==> config.mk <==
export PLATFORM = sky130hd
export DESIGN_NAME = fbse_walker
export DESIGN_NICKNAME = d
export VERILOG_FILES = /design/src/design/fbse_pkg.sv /design/src/design/fbse_walker.sv
export SDC_FILE = /design/constraint.sdc
export NUM_CORES = 1
export LEC_CHECK = 0
export BUFFER_PORTS_ARGS = -buffer_cell sky130_fd_sc_hd__buf_2
export CAP_MARGIN = 20
export CORE_MARGIN = 10
export CORE_UTILIZATION = 54
export DETAILED_ROUTE_END_ITERATION = 8
export PLACE_DENSITY = 0.81
export RECOVER_POWER = 50
export SYNTH_ARGS = -nofsm -noshare
export SYNTH_HDL_FRONTEND = slang
export SYNTH_SLANG_ARGS = --single-unit
==> constraint.sdc <==
create_clock -name clk -period 5.5 [get_ports clk]
set_input_delay 0.275 -clock clk [delete_from_list [all_inputs] [get_ports clk]]
set_output_delay 0.275 -clock clk [all_outputs]
set_load 0.1 [all_outputs]
==> src/design/fbse_pkg.sv <==
// Shared types, constants and helpers for the framebuffer scroll engine.
// Depends on nothing; the walker, the top level and the bench import it.
package fbse_pkg;

  localparam int MAX_WIDTH  = 256;
  localparam int MAX_HEIGHT = 256;

  localparam int X_W     = (MAX_WIDTH > 1) ? $clog2(MAX_WIDTH) : 1;
  localparam int Y_W     = (MAX_HEIGHT > 1) ? $clog2(MAX_HEIGHT) : 1;
  localparam int WDIM_W  = $clog2(MAX_WIDTH + 1);
  localparam int HDIM_W  = $clog2(MAX_HEIGHT + 1);
  localparam int DEPTH   = MAX_WIDTH * MAX_HEIGHT;
  localparam int ADDR_W  = (DEPTH > 1) ? $clog2(DEPTH) : 1;
  localparam int PIX_W   = 32;
  localparam int SHIFT_W = 10;
  localparam int DIM_REG_W = 9;

  typedef enum logic [1:0] {
    REQ_WRITE  = 2'd0,
    REQ_READ   = 2'd1,
    REQ_SCROLL = 2'd2,
    REQ_CLEAR  = 2'd3
  } req_t;

  typedef enum logic [1:0] {
    CFG_WIDTH  = 2'd0,
    CFG_HEIGHT = 2'd1,
    CFG_FILL   = 2'd2,
    CFG_SPARE  = 2'd3
  } cfg_idx_t;

  typedef struct packed {
    logic              we;
    logic [ADDR_W-1:0] waddr;
    logic [PIX_W-1:0]  wdata;
    logic              re;
    logic [ADDR_W-1:0] raddr;
  } mem_req_t;

  function automatic logic [ADDR_W-1:0] pix_addr(input logic [X_W-1:0] px,
                                                 input logic [Y_W-1:0] py);
    return ADDR_W'(ADDR_W'(py) * ADDR_W'(MAX_WIDTH)) + ADDR_W'(px);
  endfunction

endpackage

==> src/design/fbse_walker.sv <==
// Sequencer that walks the pixel store for scroll, clear and the reset fill.
// Depends on fbse_pkg for geometry, the memory request struct and addressing.
module fbse_walker (
  input  logic                                  clk,
  input  logic                                  rst_n,
  input  logic                                  start_scroll,
  input  logic                                  start_clear,
  input  logic signed [fbse_pkg::SHIFT_W-1:0]   dx,
  input  logic signed [fbse_pkg::SHIFT_W-1:0]   dy,
  input  logic        [fbse_pkg::WDIM_W-1:0]    act_w,
  input  logic        [fbse_pkg::HDIM_W-1:0]    act_h,
  input  logic        [fbse_pkg::PIX_W-1:0]     fill_color,
  input  logic        [fbse_pkg::PIX_W-1:0]     rd_data,
  output logic                                  busy,
  output fbse_pkg::mem_req_t                    mem_req
);
  import fbse_pkg::*;

  localparam int CW = ((X_W > Y_W) ? ((X_W > SHIFT_W) ? X_W : SHIFT_W)
                                   : ((Y_W > SHIFT_W) ? Y_W : SHIFT_W)) + 2;

  typedef enum logic [1:0] {ST_IDLE, ST_SCROLL, ST_DRAIN, ST_FILL} state_t;

  state_t                    state_r;
  logic [X_W-1:0]            cur_x_r;
  logic [Y_W-1:0]            cur_y_r;
  logic                      desc_x_r;
  logic                      desc_y_r;
  logic signed [SHIFT_W-1:0] dx_r;
  logic signed [SHIFT_W-1:0] dy_r;
  logic [WDIM_W-1:0]         w_r;
  logic [HDIM_W-1:0]         h_r;
  logic                      wv_r;
  logic [ADDR_W-1:0]         waddr_r;
  logic                      wsrc_ok_r;
  logic [ADDR_W-1:0]         fill_addr_r;
  logic                      fill_zero_r;

  logic signed [CW-1:0]      sx;
  logic signed [CW-1:0]      sy;
  logic                      src_ok;
  logic                      x_last;
  logic                      y_last;
  logic [X_W-1:0]            row_start_x;

  // Source coordinate of the pixel under the cursor, and whether it lies
  // inside the active image.
  always_comb begin
    sx = CW'($signed({1'b0, cur_x_r})) - CW'(dx_r);
    sy = CW'($signed({1'b0, cur_y_r})) - CW'(dy_r);
    src_ok = !sx[CW-1] && !sy[CW-1] &&
             ((CW-1)'(sx) < (CW-1)'(w_r)) && ((CW-1)'(sy) < (CW-1)'(h_r));
    x_last = desc_x_r ? (cur_x_r == '0) : (WDIM_W'(cur_x_r) == w_r - 1'b1);
    y_last = desc_y_r ? (cur_y_r == '0) : (HDIM_W'(cur_y_r) == h_r - 1'b1);
    row_start_x = desc_x_r ? X_W'(w_r - 1'b1) : '0;
  end

  always_ff @(posedge clk) begin
    if (!rst_n) begin
      state_r     <= ST_FILL;
      fill_addr_r <= '0;
      fill_zero_r <= 1'b1;
      wv_r        <= 1'b0;
    end else begin
      unique case (state_r)
        ST_IDLE: begin
          wv_r <= 1'b0;
          if (start_scroll && (act_w != '0) && (act_h != '0)) begin
            // Walk against the shift so every source is read before it is
            // overwritten in place.
            desc_x_r <= (dx > 0);
            desc_y_r <= (dy > 0);
            dx_r     <= dx;
            dy_r     <= dy;
            w_r      <= act_w;
            h_r      <= act_h;
            cur_x_r  <= (dx > 0) ? X_W'(act_w - 1'b1) : '0;
            cur_y_r  <= (dy > 0) ? Y_W'(act_h - 1'b1) : '0;
            state_r  <= ST_SCROLL;
          end else if (start_clear) begin
            fill_addr_r <= '0;
            fill_zero_r <= 1'b0;
            state_r     <= ST_FILL;
          end
        end
        ST_SCROLL: begin
          wv_r      <= 1'b1;
          waddr_r   <= pix_addr(cur_x_r, cur_y_r);
          wsrc_ok_r <= src_ok;
          if (x_last) begin
            cur_x_r <= row_start_x;
            cur_y_r <= desc_y_r ? cur_y_r - 1'b1 : cur_y_r + 1'b1;
            if (y_last) begin
              state_r <= ST_DRAIN;
            end
          end else begin
            cur_x_r <= desc_x_r ? cur_x_r - 1'b1 : cur_x_r + 1'b1;
          end
        end
        ST_DRAIN: begin
          wv_r    <= 1'b0;
          state_r <= ST_IDLE;
        end
        ST_FILL: begin
          fill_addr_r <= fill_addr_r + 1'b1;
          if (fill_addr_r == ADDR_W'(DEPTH - 1)) begin
            state_r <= ST_IDLE;
          end
        end
        default: state_r <= ST_IDLE;
      endcase
    end
  end

  always_comb begin
    mem_req.re    = (state_r == ST_SCROLL) && src_ok;
    mem_req.raddr = pix_addr(X_W'(sx), Y_W'(sy));
    if (state_r == ST_FILL) begin
      mem_req.we    = 1'b1;
      mem_req.waddr = fill_addr_r;
      mem_req.wdata = fill_zero_r ? '0 : fill_color;
    end else begin
      mem_req.we    = wv_r;
      mem_req.waddr = waddr_r;
      mem_req.wdata = wsrc_ok_r ? rd_data : fill_color;
    end
  end

  assign busy = (state_r != ST_IDLE);

endmodule

==> Word-level counts from Yosys, hierarchy flattened <==
Cells that the tools add are included.
{ "word_totals": {"regBits": 93, "inputBits": 106, "output_inout_bits": 67, "wordCells": 96} }
{ "classes": {"n_addsub": 13, "magnitude_cmp": 4, "eq_ne": 13, "muxes": 26, "bitwise": 1, "n_reduce_logical": 25} }
{ "ops": {"columns": ["op", "n"], "rows": [
  ["$mux W8", 9],
  ["$mux W32", 2],
  ["$mux W49", 1],
  ["$add A16 B8 Y16", 2],
  ["$mux W16", 2],
  ["$pmux W16 S2", 1],
  ["$pmux W8 S2", 2],
  ["$sub A8 B1 Y8 const B", 4],
  ["$lt A11 B9 Y1", 2],
  ["$sub A9 B10 Y11", 2],
  ["$gt A10 B1 Y1 const B", 2],
  ["$eq A8 B9 Y1", 2],
  ["$reduce_bool A9 Y1", 2],
  ["$sub A9 B1 Y9 const B", 2],
  ["$add A16 B1 Y16 const B", 1],
  ["$add A8 B1 Y8 const B", 2],
  ["$eq A16 B16 Y1 const B", 1],
  ["$logic_not A8 Y1", 2],
  ["$ne A2 B2 Y1 const B", 6],
  ["$reduce_and A3 Y1", 4],
  ["$mux W2", 5],
  ["$pmux W2 S4", 1],
  ["$reduce_and A4 Y1", 2],
  ["$reduce_bool A2 Y1", 4],
  ["11 further kinds", 19]
]} }

==> Longest topological paths before layout <==
Gate-level depths: netlist of run 1.
{ "depth": {"word_depth": 6, "ltp_mapped": 16} }

==> Least setup slack after synthesis of run 1 <==
Ideal clock, no wire load.
{ "synth_timing": {"path_kind": "reg2out", "startpoint": "reg cur_y_r[0]", "endpoint": "out mem_req[16] (netlist bit)", "arrival_time_ns": 8.341, "slack_ns": -3.116, "path_stages_with_launch": 17, "path_buffers": 0, "path_cell_list": "edfxtp_1 > inv_1 > ha_1 > inv_1 > fa_1 > a21o_1 > a21oi_1 > nor2b_1 > o311ai_0 > a21boi_0 > ha_1 > a21oi_1 > nand2_1 > a21oi_1 > o21a_1 > o2111ai_1 > nor4_1"} }
{ "synth_rtl": {"columns": ["item", "line_no", "source"], "rows": [
  ["start, declared", "fbse_walker.sv:26", "logic [Y_W-1:0] cur_y_r;"],
  ["start signal, assigned", "fbse_walker.sv:78", "cur_y_r <= (dy > 0) ? Y_W'(act_h - 1'b1) : '0;"],
  ["start signal, assigned", "fbse_walker.sv:92", "cur_y_r <= desc_y_r ? cur_y_r - 1'b1 : cur_y_r + 1'b1;"],
  ["end, declared", "fbse_walker.sv:15", "output fbse_pkg::mem_req_t mem_req"]
]} }

==> metrics.md, run 1 <==
| Metric | Value |
|---|---|
| CTS tree | done |
| Post-synth EDFFs | 73 |
| Design Area, Final | 7870 sq um |
| Root Buffer | clkbuf_16 |
| Max cap viols | 1 |
| Arrival time worst endpoint | roughly 4.5 ns |
| Netlist cell types | between 60 and 70 |
| GR Util All Layers | between 20% and 30% |
| DP Wirelength | 15500 um |
| Clock buffer depth | 2 |
| NumNets Final | 1030 |
| Initial detailed-routing violation count | approximately 520 |
| Layout cell share with drive strength beyond 1 | around a fifth |
| Tcrit/Tclk final | 87.3% |
| Dpl cell area | roughly 7600 sq um |
| Min-Delay Path Class | in -> reg |
| Synth Instances | 706 |
| Vias in the first global route | between 5000 and 6000 |
| GRT met3 Usage | under 10% |
| CP required | ~5.2 ns |
| Reg2Reg Depth | 15 |
| Hold Path Stages | 1 |
| # hold bufs at CTS | 0 |
| Routed Antenna Nets | 0 |
| Area delta synth->final | 19.5% |
| Global-route met1 utilization | between 20% and 30% |
| Initial DRT Pass Iterations | 5 |
| Min Tclk post-route | between 4 and 5 ns |
| Diode count | 0 |
| Yosys warnings | 0 |
| Sink Count | between 90 and 100 |
| DRT Wirelength | around 20000 um |
| # DRC | 0 |
| Port bufs | between 150 and 200 |
| Endpoints failing setup | 0 |
| Core area | between 10000 and 15000 sq um |
| Antenna violations before repair | 0 |
| Grt ovf | 0 |
| Grt met2 use | 40.6% |
| Total power after layout | 4430 uW |
| Die width | roughly 130 um |
| Final TNS setup | 0 ns |
| Starting density of the core | between 50% and 60% |
| Die area | roughly 17000 sq um |
| Syn Std Cell Area | between 6000 and 7000 sq um |
| Total setup buffers inserted after CTS | 0 |
| Failing checks | capacitance limit, slew limit |
| Vias | between 5000 and 6000 |
| Leading cell types in the layout, fill and taps excluded | buf_2 (137), nand2_1 (83), edfxtp_1 (73) |
| Final Worst Setup Slack | 0.701 ns |
| Most common cell after layout, fill and taps aside | buf_2 |
| Critical Path Sink Type | primary output |
| CP max FO | 6 |
| Filler instances | approximately 1000 |
| GP Congestion | roughly 0.92 |
| # IOs | about 170 |
| Resized cells post-CTS | 0 |
| Worst clock skew | around 0.0061 ns |
| GRT Max-Usage Layer | met2 |
| Startpoint types | register |
| Syn_nets | between 800 and 900 |
| Worst slew pin tran | 2.29 ns |
| Die height | about 130 um |
| Post-DR vias/cell | between 5 and 6 |
| Pin count of the biggest net entering global routing | 41 |
| Max IR drop VDD | 0.000301 V |
| CTS clk-pin slew, worst paths | 0.07 ns |
| Slew Limit Headroom | -53.0% |
| P_leak | roughly 0.0034 uW |
| First-pass GRT wire length | roughly 30000 um |
| Endpoints failing hold | 0 |
| Crit Path Class | reg -> out |
| Synthesized area per cell | 9.33 sq um |
| Row Count | 40 |
| CTS buffer count | 9 |
| Flops & latches, synth | between 90 and 100 |
| Dpl ws | between 1 and 1.5 ns |
| RSZ-0062 raised after global routing | no |
| Ys flop type | edfxtp_1 |
| CTS H-tree lvls | 3 |
| Slew Viols, Final | a little over 40 |
| Status | complete, but fails checks |
| Clk Latency, worst-skew pair | approximately 0.35 ns |
| Asr flop ratio synth | 0% |
| Hold_ws | approximately 0.11 ns |
| Pwr dens | about 560 nW/um^2 |
| Fmax | approximately 0.21 GHz |
| Register area share after synthesis | approximately 39% |
| Drt wl/cell | roughly 19 um |
-- synthesized netlist by cell type (21+ instances only) --
library cell  instances  share of area (%)
nand3_1              21                1.6
nand2_1              83                4.7
inv_1                60                3.4
nor2_1               41                2.3
xnor2_1              36                4.8
o21ai_0              36                2.7
a21oi_1              38                2.9
edfxtp_1             73                 33
ha_1                 49                9.3
xor2_1               25                3.3
a22o_1               32                4.3
-- sequential cells by signal, summed over array words and instances, names as in the netlist --
| register | cells |
|---|---|
| fill_addr_r | 16 |
| waddr_r | 16 |
| dx_r | 10 |
| dy_r | 10 |
| h_r | 9 |
| w_r | 9 |
| cur_x_r | 8 |
| cur_y_r | 8 |
| state_r | 2 |
| desc_x_r | 1 |
| desc_y_r | 1 |
| fill_zero_r | 1 |
| wsrc_ok_r | 1 |
| wv_r | 1 |
-- where the power goes --
group / internal, uW / leakage [uW] / switching, uW
Combinational: 511 / 0.00240 / 2340
Sequential: 838 / 0.000825 / 68.2
Clock: 392 / 0.000160 / 281
-- critical path, cell delays in order, from the launching register on --
cell	delay, ns
edfxtp_1	0.49
inv_1	0.15
ha_1	0.17
inv_1	0.05
fa_1	0.40
a21o_1	0.19
a21oi_1	0.23
nor2b_1	0.10
o311ai_0	0.45
nand2b_1	0.12
a21oi_1	0.20
xor2_1	0.11
ha_1	0.20
a2111oi_0	0.35
o2111ai_1	0.25
nor4_4	0.24
buf_2	0.47
-- cell families (layout without fill, tap and decap cells) --
group                      after synthesis  count (layout)  synth area share [%]
xor gates and xnor gates                62              62                  8.36
buffers and inverters                   84             254                  5.15
and+or+nand+nor                        223             223                  16.7
muxes                                    1               1                 0.152
AOI/OAI and AO/OA                      190             190                  19.8
adders and majority gates               53              53                  10.5
DFF                                     93              93                  39.3
-- per-stage QoR --
| step | instances | utilization [%] |
|---|---|---|
| CTS | 1023 | 66.3 |
| floorplan | 706 | - |
| global route | 1023 | 65.8 |
| detailed placement | 1007 | 63.5 |
| finish | 1023 | 65.8 |
| global placement | 1007 | 63.5 |
-- cell type report --
type                       instances  area [sq um]  area share (%)
inverter                          60           225            2.86
timing repair buffer             178           851            10.8
multi-input combinational        529          3680            46.8
clock inverter                     4          33.8           0.429
tap                              147           184            2.34
clock buffer                      12           300            3.81
sequential                        93          2590            32.9
-- per-layer routing --
layer	up-vias	share of wire (%)
met5	-	0
met4	0	1.8
met3	22	9.9
met2	275	50
met1	2729	38
li1	2913	-
-- worst paths after layout --
kind | from | end | slack (ns)
worst min-delay path | dx[2] | dx_r[2]$_DFFE_PP_ | 0.11
worst max-delay path | cur_y_r[0]$_DFFE_PP_ | mem_req[16] | 0.70
worst min register to register | fill_addr_r[10]$_SDFFE_PN0P_ | fill_addr_r[10]$_SDFFE_PN0P_ | 0.48
worst max register to register | cur_y_r[0]$_DFFE_PP_ | wsrc_ok_r$_DFFE_PP_ | 1.48
Note: power is estimated with default switching activity, not from simulation.
==> run 2: changes to the inputs <==
ABC_AREA = 1   (was unset)
CORE_UTILIZATION = 55   (was 54)
GPL_TIMING_DRIVEN = 0   (was unset)
PLACE_DENSITY = 0.82   (was 0.81)
==> run 2 against run 1 <==
  * The run still ends with capacitance limit, slew limit left
  * Critical path depth up 2
  * Global-route usage is 1.2 points lower
  * Routed wire length fell by 2.5%
  * Power is 2.1% lower
  * Non-clock buffer count grew 16
  * Die area increased by 4.1%
  * Cell count grew 25%
  * Core utilization up 0.94 points
  * Clock power is 6.7% lower
  * Sequential share of layout area fell by 2.0 points
  * Synthesized area increased by 6.7%
  * Sequential cell count did not move
==> metrics.md, run 2 <==
| Metric | Value |
|---|---|
| Status | complete, but fails checks |
| Failing checks | capacitance limit, slew limit |
| Tcrit/Tclk final | 84.8% (-2.5 points) |
| Most common cell after layout, fill and taps aside | nand2_1 |
| Drt wl/cell | 14.9 um (-22%) |
| Slew Viols, Final | 10 (-76%) |
| Cell-internal power | 1640 uW (-5.9%) |
| Area delta synth->final | 19.3% |
| # IOs | 173 (unchanged) |
| P_leak | 0.00393 uW (+16%) |
| Ys flop type | edfxtp_1 |
| Worst slew pin tran | 1.66 ns (-0.635 ns) |
| RSZ-0062 raised after global routing | no |
| Vias in the first global route | 6579 (+15%) |
| Antenna violations before repair | 0 (unchanged) |
| Syn Std Cell Area | 7030 sq um (+6.7%) |
| Placed cell count | 1259 (+25%) |
| Register area share after synthesis | 36.9% (-2.5 points) |
| # hold bufs at CTS | 0 (unchanged) |
| Fmax | 0.214 GHz (+2.9%) |
| Clk Latency, worst-skew pair | 0.35 ns (about the same) |
| Leading cell types in the layout, fill and taps excluded | nand2_1 (172), inv_1 (160), buf_2 (141) |
| Die width | 133 um (+2.0%) |
| Syn_nets | 1070 (+24%) |
| Vias | 6718 (+13%) |
| Resized cells post-CTS | 0 (unchanged) |
| Arrival time worst endpoint | 4.39 ns (-0.13 ns) |
| Multi-input logic area | 3720 sq um (+1.1%) |
| Sequential share of power | 20.8% (+0.3 points) |
| CTS tree | done |
| Final Worst Setup Slack | 0.837 ns (+0.135 ns) |
| CTS buffer count | 9 (unchanged) |
| Max IR drop VDD | 0.000363 V (+20%) |
| Initial detailed-routing violation count | 406 (-21%) |
| Total power after layout | 4330 uW (-2.1%) |
| Row Count | 41 (+2.5%) |
| GR Util All Layers | 21.0% (-1.2 points) |
| Total setup buffers inserted after CTS | 0 (unchanged) |
| # DRC | 0 (unchanged) |
| Min Tclk post-route | 4.66 ns (-0.135 ns) |
| Endpoints failing setup | 0 (unchanged) |
| Net Sw Frac | 62.2% (+1.5 points) |
| Post-DR vias/cell | 5.27 (-9.2%) |
| Netlist cell types | 51 (-23%) |
| Routed Antenna Nets | 0 (unchanged) |
| Sink Count | 93 (unchanged) |
| Yosys warnings | 0 (unchanged) |
| Combinational power share | 64.7% (+0.4 points) |
| First-pass GRT wire length | 30800 um (+5.3%) |
| Post-synth EDFFs | 73 (unchanged) |
| Core area | 12600 sq um (+5.1%) |
| Slew Limit Headroom | -11.5% (+42 points) |
| Filler instances | 1127 (+12%) |
| Starting density of the core | 56.0% (+0.87 points) |
| CTS H-tree lvls | 3 (unchanged) |
| DRT Wirelength | 19000 um (-2.5%) |
| NumNets Final | 1257 (+22%) |
| CP max FO | 5 (-1) |
| Area leader, netlist | edfxtp_1 |
| Critical Path Sink Type | primary output |
| Layout cell share with drive strength beyond 1 | 18.1% (-1.3 points) |
| Port bufs | 172 (unchanged) |
| Die height | 133 um (+2.0%) |
| Register area | 2590 sq um (unchanged) |
| Root Buffer | clkbuf_16 |
| Finished Layout Cells | 1275 (+25%) |
| Pin count of the biggest net entering global routing | 17 (-59%) |
| Pwr dens | 516 nW/um^2 (-8.1%) |
| Asr flop ratio synth | 0% (unchanged) |
| CP required | 5.22 ns (about the same) |
| Flops & latches, synth | 93 (unchanged) |
| Commonest cells in the netlist | nand2_1 (172), inv_1 (159), nand3_1 (80) |
| Max cap viols | 1 (unchanged) |
| Endpoints failing hold | 0 (unchanged) |
| Dpl ws | 1.22 ns (+0.109 ns) |
| GP Congestion | 0.942 (+2.5%) |
| Hold_ws | 0.114 ns (+0.00740 ns) |
| Post-synth top area share | 31.2% (-2.1 points) |
| Die area | 17700 sq um (+4.1%) |
| Largest regs | fill_addr_r x16, waddr_r x16 |
| Worst clock skew | 0.0127 ns (+0.00656 ns) |
| Crit Path Class | reg -> out |
| CTS clk-pin slew, worst paths | 0.06 ns (about the same) |
| Min-Delay Path Class | in -> reg |
| Final Util | 66.7% (+0.94 points) |
| Startpoint types | register |
| Clock network fraction of total power | 14.5% (-0.7 points) |
| DP Wirelength | 15600 um (+0.56%) |
| Top-count cell post-synth | nand2_1 |
| Clock buffer depth | 2 (unchanged) |
| Diode count | 0 (unchanged) |
| Synth Instances | 911 (+29%) |
| Sw Pwr | 2690 uW (+0.38%) |
| Grt ovf | 0 (unchanged) |
| Top post-synthesis cells by area | edfxtp_1 (31%), nand2_1 (9.2%), ha_1 (8.7%), inv_1 (8.5%), dfxtp_1 (5.7%) |
| Synthesized area per cell | 7.72 sq um (-17%) |
| Initial DRT Pass Iterations | 5 (unchanged) |
run 2: changes by cell type after synthesis, moves of 13 or more:
cell | previous run | this run
a21oi_1 | 38 | 51
a22o_1 | 32 | 0
inv_1 | 60 | 159
nand2_1 | 83 | 172
nand3_1 | 21 | 80
nor2_1 | 41 | 56
o21ai_0 | 36 | 71
xnor2_1 | 36 | 8
run 2: logic make-up (layout without fill, tap and decap cells):
family	Yosys count	in the layout	share of synthesized area, %
and+or+nand+nor	379	379	25.4
buffers and inverters	184	376	9.96
AOI/OAI and AO/OA	165	165	13.2
DFF	93	93	36.9
adders and majority gates	53	53	9.86
xor gates and xnor gates	37	37	4.71
run 2: per-layer routing:
layer | wire length, um | track usage [%] | up-vias
met5 | 0 | 0 | -
met4 | 280 | 5.50 | 0
met3 | 1290 | 6.28 | 28
met2 | 9290 | 35.5 | 226
met1 | 8170 | 25.3 | 3036
li1 | - | - | 3428
run 2: power by group through the flow:
| stage | Clock (uW) | Sequential (uW) | Combinational [uW] |
|---|---|---|---|
| final | 628 | 900 | 2810 |
| after detailed placement | 0 | 915 | 2830 |
| after global routing | 676 | 907 | 2970 |
| after floorplan | 0 | 894 | 2350 |
| after global placement | 0 | 913 | 2800 |
| after CTS | 642 | 899 | 2840 |
run 2: per-stage QoR:
step	setup TNS [ns]	cell area, sq um
CTS	0	8480
global route	0	8390
global placement	-10.67	8120
floorplan	0	7050
finish	0	8390
detailed placement	0	8180
run 2: final timing paths:
| kind | startpoint | end | slack [ns] | depth (start not counted) |
|---|---|---|---|---|
| worst max-delay path | cur_x_r[0]$_DFFE_PP_ | mem_req[16] | 0.84 | 18 |
| worst min-delay path | dy[9] | dy_r[9]$_DFFE_PP_ | 0.11 | 1 |
| worst max register to register | cur_x_r[0]$_DFFE_PP_ | wsrc_ok_r$_DFFE_PP_ | 1.91 | 17 |
| worst min register to register | fill_zero_r$_SDFFE_PN1P_ | fill_zero_r$_SDFFE_PN1P_ | 0.48 | 2 |
run 2: layout make-up:
type,count,area share (%)
clock inverters,5,0.433
inverters,166,7.43
clock buffers,11,3.15
repair buffers,176,10.3
multi-input cells,634,44.4
plain buffers,18,0.835
flip-flops and latches,93,30.9
well taps,172,2.57
run 2: worst max-delay path, cell delays in order, from the launching register on:
cell	delay, ns
edfxtp_1	0.44
inv_1	0.25
ha_1	0.22
inv_1	0.09
fa_1	0.43
a31oi_1	0.27
o21ai_0	0.20
xor2_2	0.20
ha_1	0.33
nand2_1	0.07
nor2_1	0.04
nor3b_1	0.21
o21ai_0	0.18
nand3_1	0.11
nand3_1	0.07
nor2_1	0.08
nand3_1	0.15
nor2_1	0.21
buf_2	0.47
